[config.mk]
export PLATFORM = sky130hd
export DESIGN_NAME = modular_exponentiation_flat
export DESIGN_NICKNAME = d
export VERILOG_FILES = /design/src/hdl/modexp_pkg.sv /design/src/hdl/modexp_if.sv /design/src/hdl/modular_exponentiation.sv /design/src/flat_wrapper.sv
export VERILOG_INCLUDE_DIRS = /design/src /design/src/hdl
export SDC_FILE = /design/constraint.sdc
export NUM_CORES = 1
export LEC_CHECK = 0
export BUFFER_PORTS_ARGS = -buffer_cell sky130_fd_sc_hd__buf_2
export CORE_UTILIZATION = 45
export CTS_CLUSTER_DIAMETER = 150
export DETAILED_ROUTE_END_ITERATION = 6
export PLACE_DENSITY = 0.68
export SLEW_MARGIN = 10
export SYNTH_ARGS = -nofsm -noshare
export SYNTH_HDL_FRONTEND = slang
export SYNTH_SLANG_ARGS = --single-unit
[constraint.sdc]
create_clock -name clk -period 10.8 [get_ports clk]
set_input_delay 1.62 -clock clk [delete_from_list [all_inputs] [get_ports clk]]
set_output_delay 1.62 -clock clk [all_outputs]
set_load 0.02 [all_outputs]
[src/hdl/modular_exponentiation_assert.svh]
// ----------------------------------------------------------------------------
// Modular exponentiation assertion macros
// Concurrent check helpers shared by the modular exponentiation RTL.
// ----------------------------------------------------------------------------
`ifndef MODULAR_EXPONENTIATION_ASSERT_SVH
`define MODULAR_EXPONENTIATION_ASSERT_SVH

// same-cycle implication
`define MODEXP_ASSERT_IMPL(name, clk, rst_n, pre, post, msg) \
	name: assert property (@(posedge clk) disable iff (!rst_n) (pre) |-> (post)) \
		else $error(msg);

// next-cycle implication
`define MODEXP_ASSERT_NEXT(name, clk, rst_n, pre, post, msg) \
	name: assert property (@(posedge clk) disable iff (!rst_n) (pre) |=> (post)) \
		else $error(msg);

`endif

[src/hdl/modexp_pkg.sv]
// ----------------------------------------------------------------------------
// Modular exponentiation package
// Widths, action codes and sequencer types for the modular exponentiation block.
// ----------------------------------------------------------------------------
package modexp_pkg;

	localparam int OPERAND_WIDTH = 31;
	localparam int EXP_WIDTH     = 32;
	localparam int CNT_WIDTH     = $clog2(OPERAND_WIDTH);

	localparam logic [OPERAND_WIDTH-1:0] MODULUS_RESET = OPERAND_WIDTH'(1000000007);

	localparam logic [1:0] ACT_POWER   = 2'd0;
	localparam logic [1:0] ACT_INVERSE = 2'd1;
	localparam logic [1:0] ACT_DIVIDE  = 2'd2;
	localparam logic [1:0] ACT_UNUSED  = 2'd3;

	typedef enum logic [2:0] {
		ST_IDLE,
		ST_REDUCE,
		ST_SCAN,
		ST_MUL_ACC,
		ST_MUL_SQR,
		ST_FINAL,
		ST_DONE
	} state_t;

	typedef enum logic [1:0] {
		X_INPUT,
		X_DIVIDEND,
		X_ACC,
		X_BASE
	} x_sel_t;

	typedef enum logic [1:0] {
		Y_ONE,
		Y_ACC,
		Y_BASE
	} y_sel_t;

	typedef enum logic [1:0] {
		RES_ZERO,
		RES_ACC,
		RES_PROD
	} res_sel_t;

endpackage

[src/hdl/modexp_if.sv]
// ----------------------------------------------------------------------------
// Modular exponentiation channel interfaces
// Request, response and modulus write channels with valid/ready handshake.
// ----------------------------------------------------------------------------
interface modexp_req_if import modexp_pkg::*; ();
	logic                      valid;
	logic                      ready;
	logic [1:0]                action;
	logic [OPERAND_WIDTH-1:0]  operand_a;
	logic [OPERAND_WIDTH-1:0]  operand_b;
	logic [EXP_WIDTH-1:0]      exponent;

	modport source (output valid, action, operand_a, operand_b, exponent, input ready);
	modport sink   (input valid, action, operand_a, operand_b, exponent, output ready);
endinterface

interface modexp_rsp_if import modexp_pkg::*; ();
	logic                      valid;
	logic                      ready;
	logic [OPERAND_WIDTH-1:0]  result;

	modport source (output valid, result, input ready);
	modport sink   (input valid, result, output ready);
endinterface

interface modexp_cfg_if import modexp_pkg::*; ();
	logic                      valid;
	logic                      ready;
	logic [OPERAND_WIDTH-1:0]  modulus;

	modport source (output valid, modulus, input ready);
	modport sink   (input valid, modulus, output ready);
endinterface

[src/hdl/modular_exponentiation.sv]
// ----------------------------------------------------------------------------
// Modular exponentiation
// Right-to-left square-and-multiply under a configured modulus, with power,
// Fermat inverse and modular division modes on one bit-serial multiplier.
// ----------------------------------------------------------------------------
// Usage:
//   req carries one item (action, operand_a, operand_b, exponent); rsp returns
//   one result per item; cfg writes the modulus (reset value 1000000007) and
//   is taken only while the block is idle with no request pending.
//   One item is worked at a time; req.ready is high only in idle.
//   Every modular multiply runs on one shared interleaved multiplier, one
//   operand bit per cycle.
//   In inverse and division modes the exponent is taken as modulus-2;
//   division mode then multiplies the result by operand_a.
//   A modulus below 2 or action 3 returns 0.
//   The result sits in an output register: a new item is taken while it
//   waits, and a finished item stalls in the done state until rsp is free.
//   Reset clears the sequencer and output valid and reloads the modulus.
// ----------------------------------------------------------------------------
`include "modular_exponentiation_assert.svh"

module modular_exponentiation import modexp_pkg::*; (
	input  logic            clk,
	input  logic            arst_n,
	modexp_req_if.sink      req,
	modexp_rsp_if.source    rsp,
	modexp_cfg_if.sink      cfg
);

	localparam int W = OPERAND_WIDTH;

	state_t state_q, state_d;

	logic [W-1:0]          mod_q;
	logic [W-1:0]          a_q;
	logic [W-1:0]          acc_q;
	logic [W-1:0]          base_q;
	logic [W-1:0]          res_q;
	logic [W-1:0]          rsp_data_q;
	logic                  rsp_valid_q;
	logic [1:0]            act_q;
	logic [EXP_WIDTH-1:0]  exp_q;

	logic [W-1:0]          mx_q, my_q, mr_q;
	logic [CNT_WIDTH-1:0]  mcnt_q;

	logic                  mul_load, mul_busy, mul_last;
	x_sel_t                x_sel;
	y_sel_t                y_sel;
	res_sel_t              res_sel;
	logic                  ld_item, ld_acc, ld_base, ld_res, shift_exp, rsp_load;
	logic                  degenerate;

	logic [W-1:0]          x_val, y_val, prod;
	logic [W+1:0]          sum;
	logic [W+2:0]          dif1, dif2;

	assign req.ready  = (state_q == ST_IDLE);
	assign cfg.ready  = (state_q == ST_IDLE) && !req.valid;
	assign rsp.valid  = rsp_valid_q;
	assign rsp.result = rsp_data_q;

	assign degenerate = (mod_q < W'(2)) || (req.action == ACT_UNUSED);
	assign mul_busy   = (state_q == ST_REDUCE) || (state_q == ST_MUL_ACC) ||
	                    (state_q == ST_MUL_SQR) || (state_q == ST_FINAL);
	assign mul_last   = (mcnt_q == '0);

	// interleaved step: r = 2r + bit*y, then fold back below the modulus
	assign sum  = {1'b0, mr_q, 1'b0} + (mx_q[W-1] ? {2'b00, my_q} : '0);
	assign dif1 = {1'b0, sum} - {3'b000, mod_q};
	assign dif2 = {1'b0, sum} - {2'b00, mod_q, 1'b0};
	assign prod = !dif2[W+2] ? dif2[W-1:0] :
	              !dif1[W+2] ? dif1[W-1:0] : sum[W-1:0];

	always_comb begin
		case (x_sel)
			X_INPUT:    x_val = (req.action == ACT_DIVIDE) ? req.operand_b : req.operand_a;
			X_DIVIDEND: x_val = a_q;
			X_ACC:      x_val = acc_q;
			X_BASE:     x_val = base_q;
			default:    x_val = base_q;
		endcase
		case (y_sel)
			Y_ONE:   y_val = W'(1);
			Y_ACC:   y_val = acc_q;
			Y_BASE:  y_val = base_q;
			default: y_val = base_q;
		endcase
	end

	always_comb begin
		state_d   = state_q;
		mul_load  = 1'b0;
		x_sel     = X_BASE;
		y_sel     = Y_BASE;
		res_sel   = RES_PROD;
		ld_item   = 1'b0;
		ld_acc    = 1'b0;
		ld_base   = 1'b0;
		ld_res    = 1'b0;
		shift_exp = 1'b0;
		rsp_load  = 1'b0;
		case (state_q)
			ST_IDLE: begin
				if (req.valid) begin
					ld_item = 1'b1;
					if (degenerate) begin
						ld_res  = 1'b1;
						res_sel = RES_ZERO;
						state_d = ST_DONE;
					end else begin
						mul_load = 1'b1;
						x_sel    = X_INPUT;
						y_sel    = Y_ONE;
						state_d  = ST_REDUCE;
					end
				end
			end
			ST_REDUCE: begin
				if (mul_last) begin
					ld_base = 1'b1;
					state_d = ST_SCAN;
				end
			end
			ST_SCAN: begin
				if (exp_q == '0) begin
					if (act_q == ACT_DIVIDE) begin
						mul_load = 1'b1;
						x_sel    = X_DIVIDEND;
						y_sel    = Y_ACC;
						state_d  = ST_FINAL;
					end else begin
						ld_res  = 1'b1;
						res_sel = RES_ACC;
						state_d = ST_DONE;
					end
				end else if (exp_q[0]) begin
					mul_load = 1'b1;
					x_sel    = X_ACC;
					y_sel    = Y_BASE;
					state_d  = ST_MUL_ACC;
				end else begin
					mul_load = 1'b1;
					state_d  = ST_MUL_SQR;
				end
			end
			ST_MUL_ACC: begin
				if (mul_last) begin
					ld_acc   = 1'b1;
					mul_load = 1'b1;
					state_d  = ST_MUL_SQR;
				end
			end
			ST_MUL_SQR: begin
				if (mul_last) begin
					ld_base   = 1'b1;
					shift_exp = 1'b1;
					state_d   = ST_SCAN;
				end
			end
			ST_FINAL: begin
				if (mul_last) begin
					ld_res  = 1'b1;
					state_d = ST_DONE;
				end
			end
			ST_DONE: begin
				if (!rsp_valid_q || rsp.ready) begin
					rsp_load = 1'b1;
					state_d  = ST_IDLE;
				end
			end
			default: state_d = ST_IDLE;
		endcase
	end

	always_ff @(posedge clk or negedge arst_n) begin
		if (!arst_n) begin
			state_q     <= ST_IDLE;
			rsp_valid_q <= 1'b0;
			mod_q       <= MODULUS_RESET;
		end else begin
			state_q <= state_d;
			if (cfg.valid && cfg.ready) begin
				mod_q <= cfg.modulus;
			end
			if (rsp_load) begin
				rsp_valid_q <= 1'b1;
			end else if (rsp.ready) begin
				rsp_valid_q <= 1'b0;
			end
		end
	end

	always_ff @(posedge clk) begin
		if (ld_item) begin
			act_q <= req.action;
			a_q   <= req.operand_a;
			acc_q <= W'(1);
			if (req.action == ACT_POWER) begin
				exp_q <= req.exponent;
			end else begin
				exp_q <= EXP_WIDTH'(mod_q - W'(2));
			end
		end
		if (ld_acc) begin
			acc_q <= prod;
		end
		if (ld_base) begin
			base_q <= prod;
		end
		if (shift_exp) begin
			exp_q <= exp_q >> 1;
		end
		if (ld_res) begin
			case (res_sel)
				RES_ZERO: res_q <= '0;
				RES_ACC:  res_q <= acc_q;
				RES_PROD: res_q <= prod;
				default:  res_q <= '0;
			endcase
		end
		if (rsp_load) begin
			rsp_data_q <= res_q;
		end
		if (mul_load) begin
			mx_q   <= x_val;
			my_q   <= y_val;
			mr_q   <= '0;
			mcnt_q <= CNT_WIDTH'(W - 1);
		end else if (mul_busy) begin
			mx_q   <= mx_q << 1;
			mr_q   <= prod;
			mcnt_q <= mcnt_q - CNT_WIDTH'(1);
		end
	end

	`MODEXP_ASSERT_NEXT(a_req_starts, clk, arst_n, req.valid && req.ready, state_q != ST_IDLE, "accepted item left sequencer idle")
	`MODEXP_ASSERT_NEXT(a_mul_hold, clk, arst_n, mul_busy && (mcnt_q != '0), state_q == $past(state_q), "multiply state left before last bit")
	`MODEXP_ASSERT_IMPL(a_scan_range, clk, arst_n, state_q == ST_SCAN, (acc_q < mod_q) && (base_q < mod_q), "residue not below modulus")
	`MODEXP_ASSERT_NEXT(a_rsp_load, clk, arst_n, rsp_load, rsp_valid_q && (state_q == ST_IDLE), "finished item not presented")

endmodule
[src/flat_wrapper.sv]
// flat-port wrapper written by rule: the top's interface ports become plain ports
module modular_exponentiation_flat import modexp_pkg::*;
  (clk, arst_n, req_valid, req_action, req_operand_a, req_operand_b, req_exponent, req_ready, rsp_valid, rsp_result, rsp_ready, cfg_valid, cfg_modulus, cfg_ready);
  modexp_req_if req_i ();
  modexp_rsp_if rsp_i ();
  modexp_cfg_if cfg_i ();
  input  logic clk;
  input  logic arst_n;
  input wire logic [$bits(req_i.valid)-1:0] req_valid;
  input wire logic [$bits(req_i.action)-1:0] req_action;
  input wire logic [$bits(req_i.operand_a)-1:0] req_operand_a;
  input wire logic [$bits(req_i.operand_b)-1:0] req_operand_b;
  input wire logic [$bits(req_i.exponent)-1:0] req_exponent;
  output wire logic [$bits(req_i.ready)-1:0] req_ready;
  output wire logic [$bits(rsp_i.valid)-1:0] rsp_valid;
  output wire logic [$bits(rsp_i.result)-1:0] rsp_result;
  input wire logic [$bits(rsp_i.ready)-1:0] rsp_ready;
  input wire logic [$bits(cfg_i.valid)-1:0] cfg_valid;
  input wire logic [$bits(cfg_i.modulus)-1:0] cfg_modulus;
  output wire logic [$bits(cfg_i.ready)-1:0] cfg_ready;
  assign req_i.valid = req_valid;
  assign req_i.action = req_action;
  assign req_i.operand_a = req_operand_a;
  assign req_i.operand_b = req_operand_b;
  assign req_i.exponent = req_exponent;
  assign req_ready = req_i.ready;
  assign rsp_valid = rsp_i.valid;
  assign rsp_result = rsp_i.result;
  assign rsp_i.ready = rsp_ready;
  assign cfg_i.valid = cfg_valid;
  assign cfg_i.modulus = cfg_modulus;
  assign cfg_ready = cfg_i.ready;
  modular_exponentiation u_core (.clk(clk), .arst_n(arst_n), .req(req_i), .rsp(rsp_i), .cfg(cfg_i));
endmodule
==> out/metrics.csv, run 1 <==
stage,metric,value,unit
status,run status,completed,
job,Max Cap Viol,0,
setup_path,CP Cell Sequence,nand2_1 -> inv_1 -> ha_1 -> a211oi_1 -> o211ai_1 -> a21oi_1 -> o21bai_1 -> a21o_1 -> a21oi_1 -> xnor2_1 -> ha_1 -> a21oi_1 -> o21ai_0 -> a221o_1 -> a31oi_1 -> o211ai_1 -> a221o_1 -> a21oi_1 -> nand2_1 -> a31oi_1 -> o21ai_0,
detailed_routing,wire length on met1,24.09,mm
sta,final worst-path cycle share,63.59,%
synth,ys async rst share,10.87,%
detailed_routing,Top Layer Used,met4,
cts,clock latency on the worst-skew pair,560,ps
global_route,Tot GR Track Use,25.70,%
placed_design,PortBufs,165,
placed_design,dpl ws,4086,ps
finish,Inserted Diodes,0,
setup_path,WP buf/inv,1,
cts,H-tree depth,2,
setup_path,slowest cell delay on critical path,920,ps
sta,Tmin final,6868,ps
cts,clock buffer count from CTS,37,
finish,fill count,3871,
detailed_routing,routed wl met3,2.999,mm
setup_path,CP arrival,7160,ps
die,Starting Density,45.65,%
detailed_routing,antenna-violating nets left,0,
sta,TNS Setup,0,ps
detailed_routing,vias,16000,
die,DIE WIDTH,211.0,um
finish,fraction of layout cells with a size suffix above 1,17.20,%
setup_path,CP most frequent cell,a21oi_1,
setup_path,CP Capture Type,flop,
cts,CTS sink cnt,322,
synth,Post-synth EDFFs,250,
setup_path,Startpoint Class,flop,
sta,"Slew Viols, Final",0,
finish,Final nets,2284,
placed_design,DP Wirelength,42.16,mm
synth,Avg Inst Size Synth,10.24,sq um
detailed_routing,Detailed Route WL,57.25,mm
setup_path,"CP delay by family, top",compound AO/OA/AOI/OAI gates,
synth,register bit total from synthesis,322,
sta,worst-margin pin slew,1195,ps
finish,Util after Layout,51.64,%
cts,Clock Tree Root,clkbuf_16,
detailed_routing,routed wl met2,28.15,mm
setup_path,maximum fanout along the worst path,31,
synth,mapped cell area,19670,sq um
global_route,initial antenna violation count,0,
sta,worst setup margin,3932,ps
global_route,global route overflow,0,
global_route,number of global-route vias before repair,15700,
setup_path,CP Class,reg -> reg,
setup_path,"Slowest-stage cell, CP",edfxtp_1,
placed_design,RD Place Congestion,0.9214,
die,Die Ht,211.0,um
die,die area,44540,sq um
cts,CTS resizes,0,
cts,clk buf depth,3,
sta,headroom to the max-slew limit,20.14,%
sta,RSZ-0062 raised after global routing,false,
hold_path,HP Class,reg -> reg,
synth,Main synth FF type,edfxtp_1,
synth,Yosys Warn Count,0,
die,FP Rows,76,
cts,"Setup Fix Bufs, Post-CTS",0,
sta,endpoints failing hold,0,
synth,Syn Nets,2151,
detailed_routing,via/cell ratio,6.003,
cts,"Hold-fix buffers, CTS",0,
detailed_routing,Post-route DRC,0,
detailed_routing,wire length per cell,21.47,um
cts,CTS tree,yes,
detailed_routing,initial DRC count,1285,
global_route,largest net degree at the start of global routing,66,
die,num ports,166,
synth,"Distinct cells, synth",88,
sta,worst clock skew,20.01,ps
sta,setup violators final,0,
synth,"Seq/Total Area, Yosys",46.50,%
detailed_routing,DRT Pass-1 Iters,5,
setup_path,WP data required,11090,ps
finish,synth-to-layout area growth,13.12,%
cts,clock slew at reported path FFs,60,ps
global_route,global-route wire length before repair,88.09,mm
die,core area,43080,sq um
sta,fmax,145.6,MHz
synth,cell count after synthesis,1920,
## registers in the layout, summed over array words and instances (netlist names)
name and flops:
u_core.exp_q 32, u_core.a_q 31, u_core.acc_q 31, u_core.base_q 31, u_core.mod_q 31, u_core.mr_q 31
u_core.mx_q 31, u_core.my_q 31, u_core.res_q 31, u_core.rsp.result 31, u_core.mcnt_q 5, u_core.state_q 3
u_core.act_q 2, u_core.rsp.valid 1
## final timing paths
path,to,slack (ps),cells after the start,startpoint
max in group asynchronous,u_core.mod_q[4]$_DFFE_PN0P_,9040,1,arst_n
worst min register to register,u_core.rsp.result[21]$_DFFE_PP_,420,0,u_core.res_q[21]$_DFFE_PP_
worst max register to register,u_core.res_q[2]$_DFFE_PP_,3930,21,u_core.mx_q[30]$_DFFE_PP_
worst max-delay path,u_core.res_q[2]$_DFFE_PP_,3930,21,u_core.mx_q[30]$_DFFE_PP_
worst min-delay path,u_core.rsp.result[21]$_DFFE_PP_,420,0,u_core.res_q[21]$_DFFE_PP_
min in group asynchronous,u_core.mod_q[22]$_DFFE_PN0P_,1200,1,arst_n
## metrics by stage
stage	area, sq um	hold slack (ps)	cells
detailed placement	21050	405.4	2599
finish	22250	415.7	2666
CTS	22250	419.2	2666
global placement	21050	401.9	2599
global route	22250	423.6	2666
floorplan	19670	400.3	1920
## cells in the final DEF (no fill, tap or decap), types with 16 or more instances in the layout
cell	count
mux2_2	53
xnor2_1	70
dfstp_2	16
nand4_1	20
o211ai_1	25
a221o_1	23
a22o_1	34
nand2_1	170
mux2i_1	43
a21oi_1	128
buf_2	165
a31oi_1	41
dfrtp_1	19
dfxtp_1	37
and2_1	44
ha_1	96
a221oi_1	19
nor3_1	58
nand3_1	43
xor2_1	31
clkbuf_16	38
buf_4	25
a21o_1	49
nor4_1	19
and3_1	16
edfxtp_1	250
o21ai_0	122
inv_1	84
nor2_1	99
a211oi_1	31
## worst reg2reg max path, stage by stage, from the launching register on
cell and delay, ps:
edfxtp_1 920, nand2_1 250, inv_1 110, ha_1 240, a211oi_1 280, o211ai_1 170
a21oi_1 490, o21bai_1 170, a21o_1 210, a21oi_1 170, xnor2_1 270, ha_1 400
a21oi_1 230, o21ai_0 110, a221o_1 300, a31oi_1 190, o211ai_1 220, a221o_1 410
a21oi_1 830, nand2_1 150, a31oi_1 360, o21ai_0 140
## layout make-up
cell class | count | area [sq um] | share of cell area, %
multi-input cells | 1417 | 9841 | 44.24
inverters | 85 | 319.1 | 1.434
clock buffers | 52 | 1013 | 4.556
repair buffers | 190 | 1013 | 4.556
flip-flops and latches | 322 | 9144 | 41.10
clock inverters | 15 | 182.7 | 0.8212
well taps | 585 | 732.0 | 3.290
## logic make-up after synthesis
group / count (synthesis) / synth area share, %
AND/OR/NAND/NOR: 535 / 13.25
flip-flops: 322 / 46.50
adder cells (fa/ha/maj): 99 / 6.413
AO/OA/AOI/OAI: 585 / 20.32
XOR/XNOR: 101 / 4.498
buffers and inverters: 181 / 3.722
multiplexers: 97 / 5.300
## synthesized netlist by cell type (37+ instances only)
| master | n | area (sq um) |
|---|---|---|
| a21o_1 | 49 | 367.9 |
| a21oi_1 | 130 | 650.6 |
| a31oi_1 | 41 | 256.5 |
| and2_1 | 44 | 275.3 |
| clkbuf_1 | 76 | 285.3 |
| dfxtp_1 | 37 | 740.7 |
| edfxtp_1 | 250 | 7507 |
| ha_1 | 96 | 1201 |
| inv_1 | 84 | 315.3 |
| mux2_2 | 53 | 596.8 |
| mux2i_1 | 43 | 430.4 |
| nand2_1 | 171 | 641.9 |
| nand3_1 | 43 | 215.2 |
| nor2_1 | 101 | 379.1 |
| nor3_1 | 58 | 290.3 |
| o21ai_0 | 123 | 615.6 |
| xnor2_1 | 70 | 613.1 |
## metal layers
metal	vias to the layer above	GRT usage [%]
met4	0	10.14
met5	-	0
met1	7853	32.99
met3	102	3.301
met2	525	43.91
li1	7523	-
Power of run 1 is not shown: default switching activity piles up to over one toggle a cycle in this logic, so the estimate is an artifact.
==> inputs of run 2 (changes only) <==
==> constraint.sdc (replaced) <==
create_clock -name clk -period 6.8 [get_ports clk]
set_input_delay 1.02 -clock clk [delete_from_list [all_inputs] [get_ports clk]]
set_output_delay 1.02 -clock clk [all_outputs]
set_load 0.02 [all_outputs]
==> out/metrics.csv, run 2 (synthesis results as in run 1) <==
stage,metric,value,unit,change
setup_path,"Slowest-stage cell, CP",or4_1,,was edfxtp_1
finish,Util after Layout,51.80,%,was 51.64%
placed_design,DP Wirelength,43.13,mm,was 42.16 mm
cts,clock slew at reported path FFs,60,ps,about the same
placed_design,RD Place Congestion,0.8909,,was 0.9214
die,Starting Density,45.65,%,unchanged
setup_path,CP Capture Type,flop,,unchanged
global_route,initial antenna violation count,0,,unchanged
hold_path,hold path depth,0,,unchanged
die,Die Ht,211.0,um,unchanged
cts,H-tree depth,2,,unchanged
job,Max Cap Viol,0,,unchanged
finish,most flop-heavy register,u_core.exp_q,,unchanged
hold_path,HP Class,reg -> reg,,unchanged
sta,final worst-path cycle share,92.53,%,was 63.59%
setup_path,Startpoint Class,flop,,unchanged
finish,Inserted Diodes,0,,unchanged
finish,fill count,3822,,"was 3,871"
setup_path,WP data required,7060,ps,"was 11,090 ps"
detailed_routing,routed wl met3,3.147,mm,was 2.999 mm
sta,headroom to the max-slew limit,18.66,%,was 20.14%
cts,clock buffer count from CTS,36,,was 37
detailed_routing,initial DRC count,1206,,"was 1,285"
global_route,Tot GR Track Use,25.82,%,was 25.70%
sta,"Slew Viols, Final",0,,unchanged
sta,fmax,158.9,MHz,was 145.6 MHz
die,num ports,166,,unchanged
setup_path,slowest cell delay on critical path,480,ps,was 920 ps
detailed_routing,antenna-violating nets left,0,,unchanged
finish,Final nets,2301,,"was 2,284"
sta,Tmin final,6292,ps,was 6868 ps
detailed_routing,Top Layer Used,met4,,unchanged
finish,fraction of layout cells with a size suffix above 1,17.84,%,was 17.20%
global_route,global route overflow,0,,unchanged
sta,worst clock skew,16.04,ps,was 20.01 ps
setup_path,Reg2Reg Depth,23,,was 21
finish,max reg flops,32,,unchanged
detailed_routing,Detailed Route WL,58.17,mm,was 57.25 mm
global_route,largest net degree at the start of global routing,66,,unchanged
die,core area,43080,sq um,unchanged
global_route,global-route wire length before repair,88.69,mm,was 88.09 mm
cts,"Hold-fix buffers, CTS",0,,unchanged
sta,TNS Setup,0,ps,unchanged
die,die area,44540,sq um,unchanged
detailed_routing,wire length per cell,21.70,um,was 21.47 um
status,run status,completed,,unchanged
detailed_routing,wire length on met1,24.33,mm,was 24.09 mm
setup_path,CP Cell Sequence,buf_12 -> and2_1 -> ha_1 -> inv_1 -> fa_1 -> nor2b_1 -> o211ai_1 -> nand2_1 -> o31a_1 -> or4_1 -> a31oi_1 -> xnor2_1 -> ha_1 -> nand4_1 -> nor2b_1 -> a31oi_1 -> o211ai_1 -> a221o_1 -> a21o_1 -> buf_4 -> mux2_2 -> o21ai_1 -> o21ai_0,,was nand2_1 -> inv_1 -> ha_1 -> a211oi_1 -> o211ai_1 -> a21oi_1 -> o21bai_1 -> a21o_1 -> a21oi_1 -> xnor2_1 -> ha_1 -> a21oi_1 -> o21ai_0 -> a221o_1 -> a31oi_1 -> o211ai_1 -> a221o_1 -> a21oi_1 -> nand2_1 -> a31oi_1 -> o21ai_0
cts,Clock Tree Root,clkbuf_16,,unchanged
detailed_routing,via/cell ratio,6.019,,was 6.003
finish,most frequent cells in the layout,"edfxtp_1, nand2_1, buf_2",,unchanged
detailed_routing,vias,16140,,"was 16,000"
setup_path,CP Class,reg -> reg,,unchanged
global_route,number of global-route vias before repair,15550,,"was 15,700"
detailed_routing,DRT Pass-1 Iters,5,,unchanged
sta,setup violators final,0,,unchanged
cts,clock latency on the worst-skew pair,550,ps,was 560 ps
detailed_routing,Post-route DRC,0,,unchanged
die,FP Rows,76,,unchanged
cts,CTS sink cnt,322,,unchanged
finish,synth-to-layout area growth,13.46,%,was 13.12%
cts,clk buf depth,3,,unchanged
sta,RSZ-0062 raised after global routing,false,,unchanged
detailed_routing,routed wl met2,28.74,mm,was 28.15 mm
sta,endpoints failing hold,0,,unchanged
finish,"leading cell type in the layout, fill and taps excluded",edfxtp_1,,unchanged
die,DIE WIDTH,211.0,um,unchanged
setup_path,maximum fanout along the worst path,16,,was 31
setup_path,CP arrival,6550,ps,was 7160 ps
placed_design,PortBufs,165,,unchanged
sta,worst-margin pin slew,1216,ps,was 1195 ps
cts,CTS tree,yes,,unchanged
## run 2: final timing paths
kind                                                        end  slack (ps)                  startpoint
worst max register to register       u_core.res_q[22]$_DFFE_PP_         510   u_core.mx_q[30]$_DFFE_PP_
min in group asynchronous           u_core.mod_q[7]$_DFFE_PN0P_         610                      arst_n
worst max-delay path                 u_core.res_q[22]$_DFFE_PP_         510   u_core.mx_q[30]$_DFFE_PP_
worst min-delay path            u_core.rsp.result[29]$_DFFE_PP_         420  u_core.res_q[29]$_DFFE_PP_
worst min register to register  u_core.rsp.result[29]$_DFFE_PP_         420  u_core.res_q[29]$_DFFE_PP_
max in group asynchronous          u_core.mod_q[26]$_DFFE_PN0P_        5630                      arst_n
## run 2: critical path: cells and delay by family, from the launching register on
kind	cells	cell delay (ps)
xor+xnor	1	170
simple gates	6	1180
compound gates	9	2380
buf+inv	3	550
mux	1	360
fa+ha+maj	3	880
flops	1	450
## run 2: what timing repair did
item,4_1_cts,5_1_grt
endpoints found under the setup margin,0,116
buffers inserted,0,2
resized for setup,0,1
## run 2: per-layer routing
| metal | GRT usage (%) | vias to the layer above |
|---|---|---|
| met5 | 0 | - |
| met4 | 8.671 | 0 |
| met3 | 3.479 | 112 |
| met2 | 44.61 | 558 |
| met1 | 33.17 | 7899 |
| li1 | - | 7568 |
## run 2: per-stage QoR
| step | hold WS, ps | setup slack, ps | instances | cell area [sq um] |
|---|---|---|---|---|
| 2_1_floorplan | 400.3 | 1457 | 1920 | 19670 |
| 3_3_place_gp | 405.3 | 219.3 | 2615 | 21190 |
| 3_5_place_dp | 407.2 | 80.66 | 2615 | 21190 |
| 4_1_cts | 420.1 | 63.32 | 2679 | 22280 |
| 5_1_grt | 424.8 | 116.9 | 2681 | 22310 |
| 6_report | 419.3 | 508.3 | 2681 | 22310 |
## run 2: final cells by class
cell class | instances | area, sq um | area share, %
inverter | 85 | 319.1 | 1.430
sequential | 322 | 9144 | 40.98
clock inverter | 15 | 118.9 | 0.5327
clock buffer | 49 | 969.7 | 4.346
multi-input combinational | 1417 | 9839 | 44.10
timing repair buffer | 208 | 1190 | 5.333
tap | 585 | 732.0 | 3.280
Power of run 2 is left out for the same reason.
